$ cat src/rtl/seven_segment_odometer_overlay_top_defines.svh
`ifndef SEVEN_SEGMENT_ODOMETER_OVERLAY_TOP_DEFINES_SVH
`define SEVEN_SEGMENT_ODOMETER_OVERLAY_TOP_DEFINES_SVH

// Assertion wrappers; expect clk and rst in scope.
`define SSO_ASSERT_ALWAYS(lbl, expr, msg) \
  lbl: assert property (@(posedge clk) disable iff (rst) (expr)) else $error(msg);

`define SSO_ASSERT_IMPLY(lbl, ante, cons, msg) \
  lbl: assert property (@(posedge clk) disable iff (rst) (ante) |-> (cons)) else $error(msg);

`endif

$ cat src/rtl/sso_pkg.sv
package sso_pkg;

  localparam int MAX_DIGITS   = 8;
  localparam int COORD_BITS   = 12;
  localparam int CNT_BITS     = 4;
  localparam int LEN_BITS     = 8;
  localparam int PITCH_BITS   = 10;
  localparam int GEOM_BITS    = 11;
  localparam int POS_BITS     = ((COORD_BITS > 13) ? COORD_BITS : 13) + 2;
  localparam int VALUE_BITS   = 27;
  localparam int BCD_DIGITS   = 8;
  localparam int BCD_IDX_BITS = $clog2(BCD_DIGITS);
  localparam int SEG_COUNT    = 7;
  localparam int SHADE_BITS   = 8;
  localparam int DATA_BITS    = 32;
  localparam int ADDR_BITS    = 5;
  localparam int BOX_MARGIN   = 5;
  localparam int BOX_RIGHT    = 10;

  localparam logic [VALUE_BITS-1:0] VALUE_LIMIT = VALUE_BITS'(99999999);
  localparam logic [SHADE_BITS-1:0] SHADE_LIT   = SHADE_BITS'(10);
  localparam logic [SHADE_BITS-1:0] SHADE_BOX   = SHADE_BITS'(230);

  typedef enum logic [2:0] {
    REG_ORIGIN_X,
    REG_ORIGIN_Y,
    REG_DIGIT_COUNT,
    REG_SEG_LENGTH,
    REG_SEG_THICKNESS,
    REG_DIGIT_GAP,
    REG_SHOWN_VALUE
  } reg_idx_t;

  typedef logic signed [POS_BITS-1:0]  pos_t;
  typedef logic [SEG_COUNT-1:0]        seg_t;
  typedef logic [BCD_DIGITS-1:0][3:0]  bcd_t;

  typedef struct packed {
    logic [COORD_BITS-1:0] pixel_x;
    logic [COORD_BITS-1:0] pixel_y;
  } pixel_t;

  typedef struct packed {
    logic                  covered;
    logic [SHADE_BITS-1:0] pixel_shade;
  } result_t;

  typedef struct packed {
    logic [COORD_BITS-1:0] origin_x;
    logic [COORD_BITS-1:0] origin_y;
    logic [CNT_BITS-1:0]   digit_count;
    logic [LEN_BITS-1:0]   seg_length;
    logic [LEN_BITS-1:0]   seg_thickness;
    logic [LEN_BITS-1:0]   digit_gap;
    logic [VALUE_BITS-1:0] shown_value;
  } cfg_t;

  localparam cfg_t CFG_RESET = '{
    origin_x:      '0,
    origin_y:      '0,
    digit_count:   CNT_BITS'(8),
    seg_length:    LEN_BITS'(20),
    seg_thickness: LEN_BITS'(4),
    digit_gap:     LEN_BITS'(4),
    shown_value:   '0
  };

  // Geometry derived from the registers; it follows them in the next cycle.
  typedef struct packed {
    logic [MAX_DIGITS-1:0][POS_BITS-1:0] left;
    logic [POS_BITS-1:0]  box_xlo;
    logic [POS_BITS-1:0]  box_xhi;
    logic [POS_BITS-1:0]  box_ylo;
    logic [POS_BITS-1:0]  box_yhi;
    logic [POS_BITS-1:0]  oy;
    logic [GEOM_BITS-1:0] t;
    logic [GEOM_BITS-1:0] tl;
    logic [GEOM_BITS-1:0] t2l;
    logic [GEOM_BITS-1:0] t2l2;
    logic [GEOM_BITS-1:0] t3l2;
    logic [CNT_BITS-1:0]  count;
  } geom_t;

  // bit 6 = a ... bit 0 = g
  function automatic seg_t seg_mask(logic [3:0] digit);
    seg_t m;
    case (digit)
      4'd0:    m = 7'b1111110;
      4'd1:    m = 7'b0110000;
      4'd2:    m = 7'b1101101;
      4'd3:    m = 7'b1111001;
      4'd4:    m = 7'b0110011;
      4'd5:    m = 7'b1011011;
      4'd6:    m = 7'b1011111;
      4'd7:    m = 7'b1110000;
      4'd8:    m = 7'b1111111;
      4'd9:    m = 7'b1111011;
      default: m = '0;
    endcase
    return m;
  endfunction

endpackage

$ cat src/rtl/sso_regs.sv
module sso_regs import sso_pkg::*; (
  input  logic                  clk,
  input  logic                  rst,
  input  logic                  psel,
  input  logic                  penable,
  input  logic                  pwrite,
  input  logic [ADDR_BITS-1:0]  paddr,
  input  logic [DATA_BITS-1:0]  pwdata,
  output logic [DATA_BITS-1:0]  prdata,
  output logic                  pready,
  output geom_t                 geom,
  output logic [VALUE_BITS-1:0] shown_value
);

  cfg_t                  cfg;
  geom_t                 geom_next;
  reg_idx_t              idx;
  logic                  wr;
  logic [PITCH_BITS-1:0] pitch;
  logic [CNT_BITS-1:0]   count_eff;

  assign pready      = 1'b1;
  assign wr          = psel & penable & pwrite;
  assign idx         = reg_idx_t'(paddr[ADDR_BITS-1:2]);
  assign shown_value = cfg.shown_value;

  always_ff @(posedge clk) begin
    if (rst) begin
      cfg <= CFG_RESET;
    end else if (wr) begin
      unique case (idx)
        REG_ORIGIN_X:      cfg.origin_x      <= pwdata[COORD_BITS-1:0];
        REG_ORIGIN_Y:      cfg.origin_y      <= pwdata[COORD_BITS-1:0];
        REG_DIGIT_COUNT:   cfg.digit_count   <= pwdata[CNT_BITS-1:0];
        REG_SEG_LENGTH:    cfg.seg_length    <= pwdata[LEN_BITS-1:0];
        REG_SEG_THICKNESS: cfg.seg_thickness <= pwdata[LEN_BITS-1:0];
        REG_DIGIT_GAP:     cfg.digit_gap     <= pwdata[LEN_BITS-1:0];
        REG_SHOWN_VALUE:   cfg.shown_value   <= pwdata[VALUE_BITS-1:0];
        default: ;
      endcase
    end
  end

  always_comb begin
    unique case (idx)
      REG_ORIGIN_X:      prdata = DATA_BITS'(cfg.origin_x);
      REG_ORIGIN_Y:      prdata = DATA_BITS'(cfg.origin_y);
      REG_DIGIT_COUNT:   prdata = DATA_BITS'(cfg.digit_count);
      REG_SEG_LENGTH:    prdata = DATA_BITS'(cfg.seg_length);
      REG_SEG_THICKNESS: prdata = DATA_BITS'(cfg.seg_thickness);
      REG_DIGIT_GAP:     prdata = DATA_BITS'(cfg.digit_gap);
      REG_SHOWN_VALUE:   prdata = DATA_BITS'(cfg.shown_value);
      default:           prdata = '0;
    endcase
  end

  always_comb begin
    pitch = PITCH_BITS'(cfg.seg_length) + PITCH_BITS'(cfg.seg_thickness)
          + PITCH_BITS'(cfg.digit_gap);
    count_eff = (cfg.digit_count > CNT_BITS'(MAX_DIGITS)) ? CNT_BITS'(MAX_DIGITS)
                                                          : cfg.digit_count;
    for (int d = 0; d < MAX_DIGITS; d++) begin
      geom_next.left[d] = POS_BITS'(cfg.origin_x) + POS_BITS'(d) * POS_BITS'(pitch);
    end
    geom_next.t       = GEOM_BITS'(cfg.seg_thickness);
    geom_next.tl      = GEOM_BITS'(cfg.seg_thickness) + GEOM_BITS'(cfg.seg_length);
    geom_next.t2l     = geom_next.tl + GEOM_BITS'(cfg.seg_thickness);
    geom_next.t2l2    = geom_next.t2l + GEOM_BITS'(cfg.seg_length);
    geom_next.t3l2    = geom_next.t2l2 + GEOM_BITS'(cfg.seg_thickness);
    geom_next.oy      = POS_BITS'(cfg.origin_y);
    geom_next.box_xlo = POS_BITS'(cfg.origin_x) - POS_BITS'(BOX_MARGIN);
    geom_next.box_xhi = POS_BITS'(cfg.origin_x) + POS_BITS'(count_eff) * POS_BITS'(pitch)
                      + POS_BITS'(BOX_RIGHT);
    geom_next.box_ylo = POS_BITS'(cfg.origin_y) - POS_BITS'(BOX_MARGIN);
    geom_next.box_yhi = POS_BITS'(cfg.origin_y) + POS_BITS'(geom_next.t3l2)
                      + POS_BITS'(BOX_MARGIN);
    geom_next.count   = count_eff;
  end

  always_ff @(posedge clk) begin
    geom <= geom_next;
  end

endmodule

$ cat src/rtl/sso_bcd.sv
`include "seven_segment_odometer_overlay_top_defines.svh"

module sso_bcd import sso_pkg::*; (
  input  logic                  clk,
  input  logic                  rst,
  input  logic [VALUE_BITS-1:0] shown_value,
  output bcd_t                  digits
);

  localparam int DD_STAGES    = 3;
  localparam int DD_PER_STAGE = VALUE_BITS / DD_STAGES;

  typedef struct packed {
    bcd_t                  bcd;
    logic [VALUE_BITS-1:0] bin;
  } conv_t;

  conv_t conv      [DD_STAGES];
  conv_t conv_next [DD_STAGES];
  logic [VALUE_BITS-1:0] sat;

  function automatic conv_t dd_step(conv_t s);
    conv_t r;
    r = s;
    for (int k = 0; k < BCD_DIGITS; k++) begin
      if (r.bcd[k] >= 4'd5) r.bcd[k] = r.bcd[k] + 4'd3;
    end
    r = conv_t'({r.bcd, r.bin} << 1);
    return r;
  endfunction

  function automatic logic digits_ok(bcd_t b);
    logic ok;
    ok = 1'b1;
    for (int k = 0; k < BCD_DIGITS; k++) begin
      if (b[k] > 4'd9) ok = 1'b0;
    end
    return ok;
  endfunction

  assign sat = (shown_value > VALUE_LIMIT) ? VALUE_LIMIT : shown_value;

  always_comb begin
    for (int s = 0; s < DD_STAGES; s++) begin
      if (s == 0) begin
        conv_next[s].bcd = '0;
        conv_next[s].bin = sat;
      end else begin
        conv_next[s] = conv[s-1];
      end
      for (int i = 0; i < DD_PER_STAGE; i++) begin
        conv_next[s] = dd_step(conv_next[s]);
      end
    end
  end

  always_ff @(posedge clk) begin
    if (rst) begin
      for (int s = 0; s < DD_STAGES; s++) conv[s] <= '0;
    end else begin
      for (int s = 0; s < DD_STAGES; s++) conv[s] <= conv_next[s];
    end
  end

  assign digits = conv[DD_STAGES-1].bcd;

  `SSO_ASSERT_ALWAYS(a_bcd_digits, digits_ok(digits), "decimal digit above nine")

endmodule

$ cat src/rtl/sso_pixel.sv
`include "seven_segment_odometer_overlay_top_defines.svh"

module sso_pixel import sso_pkg::*; (
  input  logic    clk,
  input  logic    rst,
  input  logic    in_valid,
  input  pixel_t  pixel,
  input  geom_t   geom,
  input  bcd_t    digits,
  output logic    done,
  output result_t result
);

  logic    s1_valid;
  pixel_t  s1_pix;

  logic    s2_valid;
  pos_t    s2_u      [MAX_DIGITS];
  pos_t    s2_u_next [MAX_DIGITS];
  pos_t    s2_v;
  pos_t    s2_v_next;
  logic    s2_box;
  logic    s2_box_next;

  logic    s3_valid;
  seg_t    s3_hit      [MAX_DIGITS];
  seg_t    s3_hit_next [MAX_DIGITS];
  logic    s3_box;

  logic    lit;
  logic    hit_any;
  result_t result_next;

  logic    shade_ok;
  logic    lit_out;

  // stage 1: capture
  always_ff @(posedge clk) begin
    if (rst) s1_valid <= 1'b0;
    else     s1_valid <= in_valid;
    s1_pix <= pixel;
  end

  // stage 2: offsets from each digit cell and box test
  always_comb begin
    pos_t xs;
    pos_t ys;
    xs = signed'(POS_BITS'(s1_pix.pixel_x));
    ys = signed'(POS_BITS'(s1_pix.pixel_y));
    for (int d = 0; d < MAX_DIGITS; d++) begin
      s2_u_next[d] = xs - signed'(geom.left[d]);
    end
    s2_v_next   = ys - signed'(geom.oy);
    s2_box_next = (xs >= signed'(geom.box_xlo)) && (xs < signed'(geom.box_xhi)) &&
                  (ys >= signed'(geom.box_ylo)) && (ys < signed'(geom.box_yhi));
  end

  always_ff @(posedge clk) begin
    if (rst) s2_valid <= 1'b0;
    else     s2_valid <= s1_valid;
    s2_u   <= s2_u_next;
    s2_v   <= s2_v_next;
    s2_box <= s2_box_next;
  end

  // stage 3: segment rectangles under the pixel
  always_comb begin
    pos_t t;
    pos_t tl;
    pos_t t2l;
    pos_t t2l2;
    pos_t t3l2;
    logic v0, v1, v2, v3, v4;
    logic ua, ub, uc;
    t    = signed'(POS_BITS'(geom.t));
    tl   = signed'(POS_BITS'(geom.tl));
    t2l  = signed'(POS_BITS'(geom.t2l));
    t2l2 = signed'(POS_BITS'(geom.t2l2));
    t3l2 = signed'(POS_BITS'(geom.t3l2));
    v0 = !s2_v[POS_BITS-1] && (s2_v < t);
    v1 = (s2_v >= t)    && (s2_v < tl);
    v2 = (s2_v >= tl)   && (s2_v < t2l);
    v3 = (s2_v >= t2l)  && (s2_v < t2l2);
    v4 = (s2_v >= t2l2) && (s2_v < t3l2);
    for (int d = 0; d < MAX_DIGITS; d++) begin
      ua = !s2_u[d][POS_BITS-1] && (s2_u[d] < t);
      ub = (s2_u[d] >= t)  && (s2_u[d] < tl);
      uc = (s2_u[d] >= tl) && (s2_u[d] < t2l);
      s3_hit_next[d] = {ub & v0, uc & v1, uc & v3, ub & v4, ua & v3, ua & v1, ub & v2};
    end
  end

  always_ff @(posedge clk) begin
    if (rst) s3_valid <= 1'b0;
    else     s3_valid <= s2_valid;
    s3_hit <= s3_hit_next;
    s3_box <= s2_box;
  end

  // stage 4: digit values, lit test, shade
  always_comb begin
    logic [CNT_BITS-1:0] idx;
    logic [3:0]          digit;
    lit     = 1'b0;
    hit_any = 1'b0;
    for (int d = 0; d < MAX_DIGITS; d++) begin
      idx   = geom.count - CNT_BITS'(d) - CNT_BITS'(1);
      digit = '0;
      if (idx < CNT_BITS'(BCD_DIGITS)) digit = digits[idx[BCD_IDX_BITS-1:0]];
      if ((CNT_BITS'(d) < geom.count) && ((s3_hit[d] & seg_mask(digit)) != '0)) lit = 1'b1;
      if (s3_hit[d] != '0) hit_any = 1'b1;
    end
    result_next.covered     = lit | s3_box;
    result_next.pixel_shade = lit ? SHADE_LIT : (s3_box ? SHADE_BOX : '0);
  end

  always_ff @(posedge clk) begin
    if (rst) done <= 1'b0;
    else     done <= s3_valid;
    result <= result_next;
  end

  assign shade_ok = result.covered ? ((result.pixel_shade == SHADE_LIT) ||
                                      (result.pixel_shade == SHADE_BOX))
                                   : (result.pixel_shade == '0);
  assign lit_out  = done && (result.pixel_shade == SHADE_LIT);

  `SSO_ASSERT_IMPLY(a_shade_code, done, shade_ok, "shade does not match coverage")
  `SSO_ASSERT_IMPLY(a_lit_has_hit, lit_out, $past(hit_any), "lit pixel without segment hit")

endmodule

$ cat src/rtl/seven_segment_odometer_overlay_top.sv
// Seven-segment odometer overlay, evaluated per pixel.
// Pixel channel: drive start high with a coordinate on pixel; it is taken at
// every rising edge where start is high and busy is low. busy stays low, so a
// raster scan may present one pixel every clock.
// Result channel: done pulses for one cycle with covered and pixel_shade on
// result after the capture, offset, segment and result registers. Results
// leave in order; there is no back-pressure, the receiver must take each one.
// Throughput: one pixel per clock, set by the four-register pixel pipeline
// (capture, cell offsets, segment rectangles, digit lookup and shade).
// Configuration: APB writes at byte address 4*index; pready is always high.
// Geometry is registered from the new register values, the decimal value
// passes the three-stage binary to BCD pipeline; both are in time for a
// pixel taken in the cycle after the write.
// Reset (rst, synchronous) restores register defaults, clears the valid bits
// and the BCD pipeline; no result is produced until a pixel is taken.
module seven_segment_odometer_overlay_top import sso_pkg::*; (
  input  logic                 clk,
  input  logic                 rst,
  input  logic                 start,
  output logic                 busy,
  input  pixel_t               pixel,
  output logic                 done,
  output result_t              result,
  input  logic                 psel,
  input  logic                 penable,
  input  logic                 pwrite,
  input  logic [ADDR_BITS-1:0] paddr,
  input  logic [DATA_BITS-1:0] pwdata,
  output logic [DATA_BITS-1:0] prdata,
  output logic                 pready
);

  geom_t                 geom;
  bcd_t                  digits;
  logic [VALUE_BITS-1:0] shown_value;
  logic                  accept;

  assign busy   = 1'b0;
  assign accept = start & ~busy;

  sso_regs u_regs (
    .clk         (clk),
    .rst         (rst),
    .psel        (psel),
    .penable     (penable),
    .pwrite      (pwrite),
    .paddr       (paddr),
    .pwdata      (pwdata),
    .prdata      (prdata),
    .pready      (pready),
    .geom        (geom),
    .shown_value (shown_value)
  );

  sso_bcd u_bcd (
    .clk         (clk),
    .rst         (rst),
    .shown_value (shown_value),
    .digits      (digits)
  );

  sso_pixel u_pixel (
    .clk      (clk),
    .rst      (rst),
    .in_valid (accept),
    .pixel    (pixel),
    .geom     (geom),
    .digits   (digits),
    .done     (done),
    .result   (result)
  );

endmodule

$ cat config.mk
export PLATFORM = sky130hd
export DESIGN_NAME = seven_segment_odometer_overlay_top
export DESIGN_NICKNAME = d
export VERILOG_FILES = /design/src/rtl/sso_pkg.sv /design/src/rtl/sso_regs.sv /design/src/rtl/sso_bcd.sv /design/src/rtl/sso_pixel.sv /design/src/rtl/seven_segment_odometer_overlay_top.sv
export VERILOG_INCLUDE_DIRS = /design/src /design/src/rtl
export SDC_FILE = /design/constraint.sdc
export NUM_CORES = 2
export LEC_CHECK = 0
export BUFFER_PORTS_ARGS = -buffer_cell sky130_fd_sc_hd__buf_2
export CAP_MARGIN = 20
export CORE_ASPECT_RATIO = 1.75
export CORE_MARGIN = 5
export CORE_UTILIZATION = 50
export DETAILED_ROUTE_END_ITERATION = 6
export PLACE_DENSITY = 0.68
export SLEW_MARGIN = 25
export SYNTH_ARGS = -nofsm -noshare
export SYNTH_HDL_FRONTEND = slang
export SYNTH_HIERARCHICAL = 1
export SYNTH_SLANG_ARGS = --single-unit
$ cat constraint.sdc
create_clock -name clk -period 7.3 [get_ports clk]
set_input_delay 0.365 -clock clk [delete_from_list [all_inputs] [get_ports clk]]
set_output_delay 0.365 -clock clk [all_outputs]
set_load 0.02 [all_outputs]
==> flow_metrics.tcl <==
set metrics [dict create \
    run_status "completed" \
    worst-path-max-fanout 4 \
    grt_first_pass_wirelength_um 254000 \
    multiInputGateArea_um2 40600 \
    synth_warnings 6 \
    clock_tree.buffer_depth 3 \
    vdd.ir_drop.worst_uv 1440 \
    tritoncts.num_buffers 60 \
    half_perimeter_wire_length_after_placement_um 128000 \
    groute.usage.overall_pct 26.1 \
    cp.required_ns 7.91 \
    maximum_number_of_pins_on_one_net_before_global_route_repair 85 \
    critPathSlowestCell "or4_4" \
    post_synth_instance_area_um2 55800 \
    tightest_slew_ns 1.06 \
    drc 0 \
    slew_headroom_pct 28.9 \
    drt-total-wl_um 162000 \
    async_reset_ff_share_pct 0 \
    wire_per_inst_um 19.2 \
    core_um2 111000 \
    critical_path_start_type "flop" \
    fin_hold_ws_ns 0.0447 \
    areaGrowthSynthToFinish_pct 11.4 \
    postRouteAntennaNets 0 \
    final_standard_cell_count_with_taps_included_and_fillers_excluded 8414 \
    layout.area.seq_um2 12300 \
    floorplan.die_area_um2 119000 \
    setup.reg_to_reg.worst_slack_ns 0.34 \
    worst_slack_ns 0.336 \
    pre_cts_ws_ns -0.0692 \
    clkTransAtPathRegs_ns 0.08 \
    initial_util_pct 50.2 \
    place.port_buffers 94 \
    hold_viol 0 \
    fillers 10275 \
    syn-instance-count 6659 \
    average_vias_per_placed_instance 5.90 \
    synth.ff_latch_count 612 \
    io_pins 111 \
    critical_path.endpoint_type "flop" \
    tns_ns 0 \
    count_of_flip_flops_with_a_built_in_enable_after_synthesis 0 \
    period_needed_ns 6.96 \
    leakagePower_nw 28.0 \
    gpl.final_weighted_congestion 0.938 \
    placed_cell_area_um2 58300 \
    cts-root-buf "clkbuf_16" \
    finalClockSkew_ns 0.0625 \
    cts_tree "yes" \
    first_pass_iteration_count_of_the_detailed_router 6 \
    hold_removal_path_class "input pin to flop" \
    ys.flop_type "dfxtp_1" \
    die_x_um 263 \
    rsz0062_at_grt "true" \
    syn-mean-instance-area_um2 8.38 \
    grt_antenna_before_repair 2 \
    detailedRoute.firstIterationViolations 2559 \
    die-height_um 452 \
    crit_path_frequent_cell "ha_2" \
    finish.instance_area_um2 62200 \
    drv.max_cap_violation_count 0 \
    timing.critical_path.arrival_ns 7.57 \
    post-route-period-util_pct 95.4 \
    drive_above_1_share_pct 12.8 \
    setup-violations-final 0 \
    cts.sinks 612 \
    cts_max_level 2 \
    clkLatencyLatePin_ns 0.69 \
    place_inst 8201 \
    timing.critical_path.slowest_cell_delay_ns 0.55 \
    grt_pass1_vias 49529 \
    grt_remaining_overflow 0 \
    fmax_mhz 144 \
    synth-seq-area-share_pct 22.0 \
    placementRows 162 \
    criticalPathCategory "flop to flop" \
    yosysUniqueCellTypes 150 \
    detailroute.via_count 49684 \
    finalMaxSlewViolations 0 \
    final_net_count 7859 \
    power_density_nw_per_um2 500 \
]
## final timing paths
check / startpoint / to / cells past startpoint
worst max-delay path: u_bcd/conv[0][23] / u_bcd/conv[0][75] / 34
worst max register to register: u_bcd/conv[0][23] / u_bcd/conv[0][75] / 34
worst min register to register: u_pixel/s2_box / u_pixel/s3_box / 0
worst min-delay path: pwdata[0] / u_regs/cfg[55] / 3
## Yosys cell counts (23+ instances only)
cell	n	share of area [%]
mux4_2	39	1.6
a21o_1	155	2.1
inv_1	630	4.2
nand3_1	112	1.0
o211ai_1	65	0.87
or2_2	24	0.27
buf_2	28	0.25
buf_4	120	1.6
xor2_1	66	1.0
o21ai_0	351	3.1
mux2_2	48	0.97
o21ai_1	32	0.29
fa_1	95	3.4
nand4_1	69	0.77
a31oi_1	50	0.56
nand2b_1	78	0.87
xnor2_1	221	3.5
and3_1	48	0.54
nor2_1	519	3.5
or3_1	49	0.55
a211o_1	30	0.47
a21oi_1	413	3.7
and2_1	87	0.98
o21bai_1	30	0.40
nand2_1	465	3.1
a22oi_1	35	0.47
o22ai_1	32	0.36
a211oi_1	60	0.81
o211a_1	23	0.41
or4_1	27	0.36
clkbuf_1	92	0.62
nor3_1	128	1.1
nor2b_1	144	1.6
dfxtp_1	612	22
a21boi_0	54	0.73
mux2i_1	122	2.2
ha_1	812	18
nor4_1	41	0.46
o21a_1	141	1.9
## area by class of cell
class                   instances  area share, %
clock buffers                  76           2.61
well taps                    1476           2.97
flip-flops and latches        612           19.7
diodes                          2        0.00805
clock inverters                37          0.863
repair buffers                389           4.54
multi-input cells            5172           65.3
inverters                     650           3.94
## registers in the layout, indices dropped and copies added (netlist names)
register / count
u_pixel/s2_valid: 1
u_pixel/s3_valid: 1
u_pixel/s1_valid: 1
u_pixel/s2_box: 1
u_pixel/s3_box: 1
u_pixel/s1_pix: 24
u_pixel/done: 1
u_pixel/s2_u: 120
u_pixel/s2_v: 15
u_regs/cfg: 52
u_pixel/s3_hit: 56
u_bcd/conv: 93
u_regs/shown_value: 27
u_pixel/result: 4
u_regs/geom: 215
## through the flow
stage          util [%]  power (mW)
2_1_floorplan         -        20.9
3_3_place_gp       52.5        25.1
3_5_place_dp       52.5        25.5
4_1_cts            55.0        29.4
5_1_grt            56.0        33.8
6_report           56.0        31.1
## logic make-up after synthesis
family                   after synthesis  share of synthesized area, %
other                                  4                        0.0269
AO/OA/AOI/OAI                       1828                          22.6
buffers and inverters                905                          7.07
XOR/XNOR                             302                          5.00
flip-flops                           612                          22.0
AND/OR/NAND/NOR                     1876                          16.5
multiplexers                         221                          5.17
adder cells (fa/ha/maj)              911                          21.7
## worst max-delay path, delay by kind of cell, from the launching register on
family | cells | cell delay, ns
compound gates | 13 | 2.54
buf+inv | 6 | 0.57
fa+ha+maj | 7 | 1.37
simple gates | 7 | 1.89
flops | 1 | 0.33
xor+xnor | 1 | 0.15
## report_power, final
part	switching, mW	internal, mW
registers	0.314	3.76
clock network	1.47	1.95
logic	13.1	10.5
total	14.9	16.2
## timing repair
item,4_1_cts,5_1_grt
hold endpoints to repair,68,0
setup buffers,5,43
pin swaps,7,71
endpoints found under the setup margin,23,52
hold buffers,50,0
gates resized for setup,22,200
## layout by cell type (no fill, tap or decap), types with 47 or more instances in the layout
cell	count
nand4_1	69
o21ai_0	332
a31oi_1	47
nor2_1	508
nor2b_1	143
fa_1	95
nand2b_1	76
o21a_1	141
ha_1	791
buf_2	93
inv_1	618
dfxtp_1	600
nor3_1	119
a21boi_0	53
a21oi_1	397
and2_1	84
a211oi_1	53
mux2i_1	116
mux2_2	47
xnor2_1	207
dlygate4sd3_1	50
or3_1	47
xor2_1	65
a21o_1	155
clkbuf_16	60
nand2_1	459
buf_4	244
o211ai_1	65
and3_1	47
nand3_1	111
## metal layers
metal / vias to the layer above / global-route usage (%) / part of all wire [%]
met1: 23500 / 25.0 / 35
met3: 627 / 2.66 / 3.7
met2: 1363 / 50.9 / 52
li1: 24194 / - / -
met4: 0 / 19.3 / 9.2
met5: - / 0 / 0
No activity file was read; power rests on OpenSTA's default activity.
